**src/sv/trws_pkg.sv**
```systemverilog
`timescale 1ns / 1ps
`default_nettype none
package trws_pkg;

  localparam int SongWords        = 4096;
  localparam int MaxWritesPerTick = 64;

  localparam int PtrW  = $clog2(SongWords);
  localparam int CntW  = $clog2(MaxWritesPerTick + 1);
  localparam int DataW = 16;
  localparam int AddrW = 12;

  localparam logic [CntW-1:0]  MaxWrites  = CntW'(MaxWritesPerTick);
  localparam logic [DataW-1:0] HdrMask    = 16'hFCFF;
  localparam logic [DataW-1:0] ByteStep   = 16'd4;
  localparam int               WaitShift  = 7;

  typedef enum logic [1:0] {
    OP_STORE = 2'd0,
    OP_START = 2'd1,
    OP_STOP  = 2'd2,
    OP_TICK  = 2'd3
  } op_e;

  typedef enum logic [1:0] {
    ALU_INC  = 2'd0,
    ALU_SUB4 = 2'd1,
    ALU_DEC  = 2'd2
  } alu_op_e;

  typedef struct packed {
    op_e              operation;
    logic [AddrW-1:0] address;
    logic [DataW-1:0] word;
  } in_item_t;

  typedef struct packed {
    logic             write_valid;
    logic [DataW-1:0] chip_word;
    logic             last;
  } out_item_t;

  function automatic logic [DataW-1:0] hdr_count(input logic [DataW-1:0] hdr);
    logic [DataW-1:0] h;
    h = hdr & HdrMask;
    return {h[7:0], h[15:8]};
  endfunction

endpackage
`default_nettype wire

```
**src/sv/trws_alu.sv**
```systemverilog
`timescale 1ns / 1ps
`default_nettype none
module trws_alu (
  input  wire trws_pkg::alu_op_e               op_i,
  input  wire logic [trws_pkg::DataW-1:0]      a_i,
  output logic      [trws_pkg::DataW-1:0]      y_o
);
  import trws_pkg::*;

  logic [DataW-1:0] b;

  always_comb begin
    case (op_i)
      ALU_INC:  b = DataW'(1);
      ALU_SUB4: b = DataW'(0) - ByteStep;
      ALU_DEC:  b = '1;
      default:  b = '0;
    endcase
  end

  assign y_o = a_i + b;

endmodule
`default_nettype wire

```
**config.mk**
```make
export PLATFORM = sky130hd
export DESIGN_NAME = trws_alu
export DESIGN_NICKNAME = d
export VERILOG_FILES = /design/src/sv/trws_pkg.sv /design/src/sv/trws_alu.sv
export SDC_FILE = /design/constraint.sdc
export NUM_CORES = 1
export LEC_CHECK = 0
export ABC_AREA = 0
export CAP_MARGIN = 20
export CORE_ASPECT_RATIO = 1.75
export CORE_UTILIZATION = 30
export DETAILED_ROUTE_END_ITERATION = 6
export DONT_BUFFER_PORTS = 1
export GPL_ROUTABILITY_DRIVEN = 0
export PLACE_DENSITY = 0.51
export SLEW_MARGIN = 20
export SYNTH_ARGS = -nofsm -noshare
export SYNTH_HDL_FRONTEND = slang
export SYNTH_SLANG_ARGS = --single-unit
```
**constraint.sdc**
```tcl
create_clock -name vclk -period 3.5
set_input_delay 0.7 -clock vclk [all_inputs]
set_output_delay 0.7 -clock vclk [all_outputs]
set_load 0.02 [all_outputs]
```
Yosys cells after proc, flatten, opt, wreduce, memory -nomap -nowiden:

Cells that the tools add are included.
W data, S select, Z words.

* logic and storage cells: 5
* latch bits: 0
* memories kept: 0
* memory bits (writable): 0
* input port bits: 18
* bits in read-only memories: 0
* bits in registers: 0

* eq/ne operators: 2
* shift-type cells: 0
* reduce and logical (&&, ||, !) cells: 1
* muxes and demuxes: 1
* $lt $le $gt $ge: 0
* $mul: 0
* divide/modulo/power cells: 0
* add/sub/neg operators: 1
* bitwise operators: 0

Operators with widths (count)
* $pmux W16 S3: 1
* $add A16 B16 Y16: 1
* $eq A2 B1 Y1 const B: 1
* $eq A2 B2 Y1 const B: 1
* $logic_not A2 Y1: 1

Longest topological paths before layout:

Gate-level depths: netlist of run 1.

* depth in word-level cells: 3
* gate-level depth with buffers: 8

Least setup slack after synthesis of run 1:

No wires, ideal clock.

* kind: input -> output
* start point: in op_i[0]
* end point: out y_o[15] (netlist name)
* data required time: 2.800 ns
* arrival time: 2.441 ns
* slack: 0.359 ns
* stages on the path: 8
* path buffers: 0
* cell sequence: inv_1 > ha_1 > ha_1 > a21oi_2 > nand2_1 > o311ai_2 > mux2i_1 > xnor2_1

* cells in the longest elaborated chain, start to end: 3

Ends and longest elaborated chain
* start: declaration: line trws_alu.sv:4 `input wire trws_pkg::alu_op_e op_i,`
* $eq A2 B2 Y1 (tied with other cells): line trws_alu.sv:13 `case (op_i)`
* $pmux W16 S3 *: line trws_alu.sv:13
* $add A16 B16 Y16 *: line trws_alu.sv:21 `assign y_o = a_i + b;`
* end: declaration: line trws_alu.sv:6 `output logic [trws_pkg::DataW-1:0] y_o`

Every way passes the cells marked *; elsewhere a longest branch is shown, timed or not.

Worst setup path after layout of run 1:

* start point: in op_i[0]
* end point: out y_o[9] (netlist name)

The elaborated chain is that of the path after synthesis.

==> flow_summary_export.csv, run 1 <==
group,metric,value,unit
outcome,status,"completed",
drt,drtAntennaViolNets,0,
yosys,synth_top_area_frac,0.150,
yosys,ys_seq_area_frac,0,
power,p_leak,0.274,nW
grt,grt_max_degree,14,
timing,finalMaxSlewViolations,0,
drt,drt-initial-drc-count,9,
layout,fin_cells,127,
worst_setup_path,cp.depth,8,
yosys,syn_nets,121,
yosys,synth-simple-area-share,0.360,
die,coreArea,0.00215,mm2
layout,fin_nets,127,
place,dpl.hpwl,1460,um
grt,grt_usage,0.158,
worst_setup_path,crit_chain,"inv_1 -> ha_1 -> nor4_1 -> and2b_1 -> a31o_1 -> a32oi_1 -> xnor2_1 -> buf_4",
timing,setup_violations,0,
worst_setup_path,crit_type,"input pin to primary output",
yosys,synthTopCellsByCount,"xnor2_1 (12), nor2_1 (11), nand2_1 (9), a31oi_1 (5), nor3_1 (5)",
timing,worst_slew_pin_slew,494,ps
layout,multi_input_area,638,um2
timing,finalCritPeriodShare,0.900,
timing,max_freq,0.318,GHz
timing,hold_violations,0,
drt,vias,753,
worst_setup_path,cp_data_required_time,2800,ps
yosys,synth_mux_area_frac,0.0143,
job,cap_violations,0,
layout,seq_cell_count,0,
timing,whs,1530,ps
worst_setup_path,path_max_fanout,12,
yosys,ys_types,36,
worst_setup_path,crit_slowest_cell,"nor4_1",
worst_hold_path,min_from,"a_i[8]",
worst_setup_path,cp_top_family,"simple AND/OR/NAND/NOR gates",
die,fp.dieArea,0.00254,mm2
die,initial_utilization,0.326,
drt,drc,0,
worst_setup_path,cp_num_buf_inv,2,
power,p_per_area,141,mW/mm2
die,rows,22,
layout,fill_cells,239,
yosys,synthXorXnorAreaFrac,0.200,
worst_setup_path,arrival,2450,ps
timing,rsz0062_at_grt,"false",
yosys,synth_fa_ha_area_frac,0.0823,
place,dpl-instance-area,758,um2
worst_setup_path,cp-start-kind,"input pin",
power,power.total,0.107,mW
yosys,synth_compound_area_frac,0.256,
drt,viasPerCell,5.93,
grt,grt_overflow,0,
yosys,synth_cells,99,
timing,finalCriticalPeriod,3150,ps
grt,antenna_found_initial,0,
yosys,synth_top_family_by_area,"simple AND/OR/NAND/NOR gates",
die,pin_count,34,
grt,grt_pass1_wl,3130,um
drt,drt_first_pass_iters,6,
yosys,syn_area,699,um2
timing,slew_headroom,0.668,
yosys,ys_warn_count,0,
layout,nClkBuffers,0,
place,placedCellCount,127,
worst_setup_path,critical-path-max-stage-delay,480,ps
cts,cts_setup_buffers,0,
cts,cts_hold_buf,0,
timing,setup_tns,0,ps
layout,antennaDiodeCount,0,
yosys,yosysMostFrequentCell,"xnor2_1",
layout,fin_area,758,um2
yosys,syn_area_per_cell,7.06,um2
place,port_buffers,0,
layout,area_growth,8.41,%
grt,grt_pass1_vias,740,
worst_hold_path,holdPathStages,1,
die,die_y,65.9,um
yosys,synth_area_leaders,"xnor2_1 (15%), nor2_1 (5.9%), ha_1 (5.4%), xor2_1 (5.0%), nand2_1 (4.8%)",
die,die_w,38.5,um
drt,routed_wl,1780,um
cts,cts_resized,0,
power,vdd_drop_max,0.0390,mV
worst_setup_path,critPathCaptureType,"primary output",
drt,wl_per_cell,14.0,um
worst_hold_path,hold_path_class,"input pin to primary output",
worst_hold_path,holdPathEnd,"y_o[8]",
yosys,synth_top_area_cell,"xnor2_1",
layout,drive_gt1_frac,0.204,
layout,seq_area,0,um2
-- power breakdown --
| group | switching [mW] | leakage (nW) | internal [mW] |
|---|---|---|---|
| combinational | 0.0643 | 0.274 | 0.0426 |
| sequential | 0 | 0 | 0 |
| clock | 0 | 0 | 0 |
| total | 0.0643 | 0.274 | 0.0426 |
-- worst max-delay path by stage --
stage                  from      end
global placement    op_i[0]   y_o[9]
detailed placement  op_i[0]   y_o[9]
CTS                 op_i[0]   y_o[9]
global route        op_i[0]   y_o[9]
finish              op_i[0]   y_o[9]
floorplan           op_i[0]  y_o[15]
-- cells in the final DEF (no fill, tap or decap), types with 2 or more instances in the layout --
cell type  netlist  routed
xnor2_1         12      12
nor2_1          11      11
buf_4            0      11
nand2_1          9       9
nor3_1           5       5
a31oi_1          5       5
nand3_1          4       4
nor4_1           4       4
a21oi_1          4       4
xor2_1           4       4
and3_1           3       3
o21ai_0          3       3
ha_1             3       3
and3_2           2       2
nand4_1          2       2
inv_1            2       2
-- layer usage --
layer,share of wire,GRT usage,up-vias
met5,0,0,-
li1,-,-,373
met1,0.38,0.181,342
met3,0.079,0.0269,2
met2,0.52,0.288,36
met4,0.020,0.0302,0
-- cells by family (layout without fill, tap and decap cells) --
logic type / Yosys count / count (layout)
muxes: 1 / 1
buffers and inverters: 9 / 13
xor gates and xnor gates: 16 / 16
adders and majority gates: 4 / 4
and+or+nand+nor: 47 / 47
AOI/OAI and AO/OA: 22 / 22
-- stage by stage --
stage / util / setup slack, ps
after CTS: 0.353 / 348
final: 0.353 / 351
after global routing: 0.353 / 156
after floorplan: - / 359
after detailed placement: 0.353 / 357
after global placement: 0.353 / 385
-- cell type report --
type	count	area share
inverter	2	0.00990
multi-input combinational	90	0.842
timing repair buffer	11	0.109
tap	24	0.0396
Power figures use the tool's default switching activity.
==> inputs of run 2 (changes only) <==
Settings changed: PLACE_DENSITY 0.51 to unset, RECOVER_POWER set to 100.
==> run 2 against run 1 <==
Via count increased by 1.6%. Combinational power about the same. First-iteration DRC count increased by 110%. Die area unchanged. Critical path type unchanged. Largest cell class unchanged. Largest power group unchanged.
==> flow_summary_export.csv, run 2 (same netlist as run 1, synthesis figures left out) <==
group,metric,value,unit
outcome,status,"completed",
die,fp.dieArea,0.00254,mm2
layout,final_cell_mix,"xnor2_1 (12), nor2_1 (11), nand2_1 (9)",
worst_hold_path,hold_path_class,"input pin to primary output",
power,sw_frac_of_total,0.614,
layout,area_growth,6.62,%
timing,max_freq,0.308,GHz
timing,setup_violations,0,
cts,cts_resized,0,
die,die_w,38.5,um
worst_setup_path,crit_type,"input pin to primary output",
place,pre_cts_ws,305,ps
power,clockPowerShare,0,
place,dpl-instance-area,758,um2
cts,cts_hold_buf,0,
layout,drive_gt1_frac,0.184,
layout,fill_cells,248,
timing,finalMaxSlewViolations,0,
drt,viasPerCell,6.02,
worst_setup_path,path_max_fanout,8,
die,rows,22,
timing,hold_violations,0,
power,p_int,0.0403,mW
layout,fin_nets,127,
grt,antenna_found_initial,0,
die,die_y,65.9,um
layout,seq_area,0,um2
drt,drt-initial-drc-count,19,
worst_hold_path,holdPathStages,1,
timing,slew_headroom,0.670,
timing,finalCriticalPeriod,3250,ps
power,combPwrFrac,1.000,
worst_setup_path,critPathCaptureType,"primary output",
power,pwr-share-seq,0,
layout,nClkBuffers,0,
die,coreArea,0.00215,mm2
grt,grt_overflow,0,
timing,setup_tns,0,ps
layout,final_common_cell,"xnor2_1",
layout,fin_area,746,um2
place,port_buffers,0,
timing,fin_ws,249,ps
drt,drtAntennaViolNets,0,
grt,grt_pass1_vias,673,
power,p_sw,0.0641,mW
layout,antennaDiodeCount,0,
power,p_leak,0.266,nW
place,dpl.hpwl,1460,um
drt,drt_first_pass_iters,4,
cts,cts_setup_buffers,0,
grt,grt_usage,0.144,
grt,grt_pass1_wl,2860,um
timing,rsz0062_at_grt,"false",
worst_setup_path,cp_data_required_time,2800,ps
worst_hold_path,min_from,"a_i[8]",
drt,drc,0,
power,vdd_drop_max,0.0428,mV
worst_setup_path,arrival,2550,ps
die,pin_count,34,
timing,worst_slew_pin_slew,492,ps
drt,routed_wl,1780,um
worst_hold_path,holdPathEnd,"y_o[8]",
grt,grt_max_degree,17,
power,p_per_area,140,mW/mm2
layout,seq_cell_count,0,
job,cap_violations,0,
drt,wl_per_cell,14.0,um
die,initial_utilization,0.326,
worst_setup_path,cp-start-kind,"input pin",
drt,vias,765,
timing,finalCritPeriodShare,0.929,
[run 2: metrics by stage]
stage,std cells,power [mW],utilization,hold WS (ps)
after global placement,127,0.106,0.353,1530
after detailed placement,127,0.108,0.353,1530
after CTS,127,0.108,0.353,1530
after floorplan,99,0.0973,-,1530
final,127,0.104,0.347,1530
after global routing,127,0.113,0.347,1530
[run 2: layout make-up]
class                      instances  area, um2  share of cell area
inverter                           2       7.51              0.0101
tap                               24       30.0              0.0403
timing repair buffer              11       70.1              0.0940
multi-input combinational         90        638               0.856
[run 2: critical path, stage by stage]
cell and delay (ps):
inv_1 30, ha_1 220, ha_1 290, a21oi_2 140, clkbuf_1 350, and2_1 220
nand2_1 50, o21ai_0 230, xor2_1 170, buf_4 160
[run 2: per-layer routing]
| metal | up-vias | part of all wire | routed length, um | track usage |
|---|---|---|---|---|
| met4 | 0 | 0 | 0 | 0 |
| met5 | - | 0 | 0 | 0 |
| li1 | 374 | - | - | - |
| met3 | 0 | 0.069 | 123 | 0.00673 |
| met1 | 348 | 0.37 | 656 | 0.165 |
| met2 | 43 | 0.56 | 1000 | 0.288 |
[run 2: worst max path at each step]
stage	start	end	cells after the start
after CTS	op_i[0]	y_o[9]	8
after detailed placement	op_i[0]	y_o[9]	8
after global routing	op_i[0]	y_o[11]	10
after floorplan	op_i[0]	y_o[15]	8
after global placement	op_i[0]	y_o[14]	9
final	op_i[0]	y_o[11]	10
[run 2: power groups by stage]
stage / Sequential [mW] / Combinational, mW / Clock [mW]
3_3_place_gp: 0 / 0.106 / 0
5_1_grt: 0 / 0.113 / 0
6_report: 0 / 0.104 / 0
4_1_cts: 0 / 0.108 / 0
2_1_floorplan: 0 / 0.0973 / 0
3_5_place_dp: 0 / 0.108 / 0
==> inputs of run 3 (changes only) <==
Settings changed: ABC_AREA 0 to 1.
==> run 3 against run 2 <==
Final cell count is 100% higher. Setup slack gained 110 ps. Synthesized cell count up 110%. Power rose to 2.8 times the previous value. Routed wire length is 55% higher. Die area grew 61%. Global-route usage down 0.37 points. Clock-buffer cell count unchanged. Via count is 53% higher. Hold slack improved by 83 ps. Critical path type unchanged. Largest cell class unchanged.
==> flow_summary_export.csv, run 3 <==
group,metric,value,unit
grt,met1_usage,0.111,
timing,finalCriticalPeriod,3150,ps
drt,drt-initial-drc-count,23,
grt,use_met3,0.0182,
timing,slew_headroom,0.676,
layout,seq_cell_count,0,
yosys,syn_area,0.00115,mm2
layout,nClkBuffers,0,
grt,use_met2,0.326,
worst_setup_path,crit_type,"input pin to primary output",
timing,finalMaxSlewViolations,0,
die,die_y,83.9,um
layout,area_growth,0.327,%
yosys,syn_area_per_cell,5.50,um2
die,fp.dieArea,0.00409,mm2
outcome,status,"completed",
worst_hold_path,hold_path_class,"input pin to primary output",
layout,final_common_cell,"nand2_1",
worst_setup_path,critical-path-max-stage-delay,410,ps
timing,setup_tns,0,ps
die,initial_utilization,0.317,
grt,grt_max_degree,22,
die,rows,29,
layout,drive_gt1_frac,0.175,
place,dpl.hpwl,2460,um
drt,drtAntennaViolNets,0,
timing,max_freq,0.318,GHz
yosys,yosysMostFrequentCell,"nand2_1",
cts,cts_resized,0,
timing,hold_violations,0,
grt,busiest_layer,"met2",
layout,final_cell_mix,"nand2_1 (79), inv_1 (32), nand3_1 (21)",
cts,cts_setup_buffers,0,
worst_setup_path,critPathLaunch,"op_i[0]",
layout,antennaDiodeCount,0,
timing,finalCritPeriodShare,0.899,
worst_setup_path,cp_num_buf_inv,4,
place,pre_cts_ws,479,ps
yosys,ys_seq_area_frac,0,
drt,drc,0,
yosys,synth_cells,209,
grt,antenna_found_initial,0,
die,die_w,48.8,um
power,p_per_area,257,mW/mm2
power,p_leak,0.698,nW
worst_setup_path,crit_slowest_cell,"ha_1",
grt,grt_pass1_wl,4700,um
job,cap_violations,0,
drt,routed_wl,2770,um
worst_setup_path,arrival,2450,ps
worst_setup_path,cpMostUsedCell,"nand2_1",
drt,wl_per_cell,10.8,um
yosys,synth_area_leaders,"nand2_1 (24%), nand2_4 (12%), inv_1 (10%), nand3_1 (9.1%), nand2_2 (7.1%)",
grt,grt_pass1_vias,1141,
worst_setup_path,cp-start-kind,"input pin",
grt,grt_usage,0.140,
power,vdd_drop_max,0.0991,mV
timing,rsz0062_at_grt,"false",
yosys,synthTopCellsByCount,"nand2_1 (74), inv_1 (32), nand3_1 (21), nand2_2 (13)",
die,pin_count,34,
drt,drt_first_pass_iters,4,
worst_setup_path,cp_data_required_time,2800,ps
worst_setup_path,critPathCaptureType,"primary output",
yosys,ys_warn_count,0,
worst_setup_path,cp_top_family,"buffers and inverters",
cts,cts_hold_buf,0,
die,coreArea,0.00363,mm2
place,port_buffers,0,
yosys,synth_top_area_frac,0.242,
timing,setup_violations,0,
timing,worst_slew_pin_slew,483,ps
layout,fin_nets,235,
grt,grt_overflow,0,
drt,vias,1173,
yosys,synth_top_area_cell,"nand2_1",
worst_setup_path,crit_chain,"inv_1 -> ha_1 -> inv_6 -> nand2_1 -> nand3_2 -> nand2_1 -> clkinv_1 -> nand3_1 -> nand2_1 -> xor2_1 -> clkbuf_1",
layout,seq_area,0,um2
timing,fin_ws,354,ps
worst_setup_path,path_max_fanout,21,
yosys,ys_types,24,
yosys,syn_nets,231,
drt,viasPerCell,4.56,
worst_hold_path,min_from,"a_i[0]",
## run 3: final timing paths
| path | end | slack [ps] | depth (start not counted) |
|---|---|---|---|
| setup / recovery | y_o[7] | 350 | 11 |
| hold / removal | y_o[0] | 1620 | 1 |
## run 3: cell families after synthesis
kind of cell               Yosys count  share of synthesized area
and+or+nand+nor                    140                      0.619
AOI/OAI and AO/OA                   14                     0.0871
xor gates and xnor gates             9                     0.0686
buffers and inverters               42                      0.175
adders and majority gates            4                     0.0501
## run 3: where the power goes
group	total [mW]	internal, mW	leakage [nW]	switching [mW]
logic	0.296	0.0864	0.698	0.210
clock network	0	0	0	0
registers	0	0	0	0
## run 3: layout make-up
| class | instances | area [um2] |
|---|---|---|
| Inverter | 38 | 148 |
| Timing Repair Buffer | 6 | 26.3 |
| Tap cell | 46 | 57.6 |
| Fill cell | 452 | 2470 |
| Multi-Input combinational cell | 167 | 922 |
## run 3: metal layers
metal	up-vias	routed length, um
met1	511	967
met2	28	1640
li1	632	-
met5	-	0
met4	0	27
met3	2	129
## run 3: metrics by stage
| stage | utilization | power (mW) | instance area (um2) | cells | hold slack (ps) |
|---|---|---|---|---|---|
| finish | 0.318 | 0.296 | 1150 | 257 | 1620 |
| global route | 0.318 | 0.328 | 1150 | 257 | 1620 |
| CTS | 0.330 | 0.319 | 1200 | 257 | 1620 |
| detailed placement | 0.330 | 0.317 | 1200 | 257 | 1610 |
| global placement | 0.330 | 0.317 | 1200 | 257 | 1620 |
| floorplan | - | 0.265 | 1150 | 209 | 1610 |
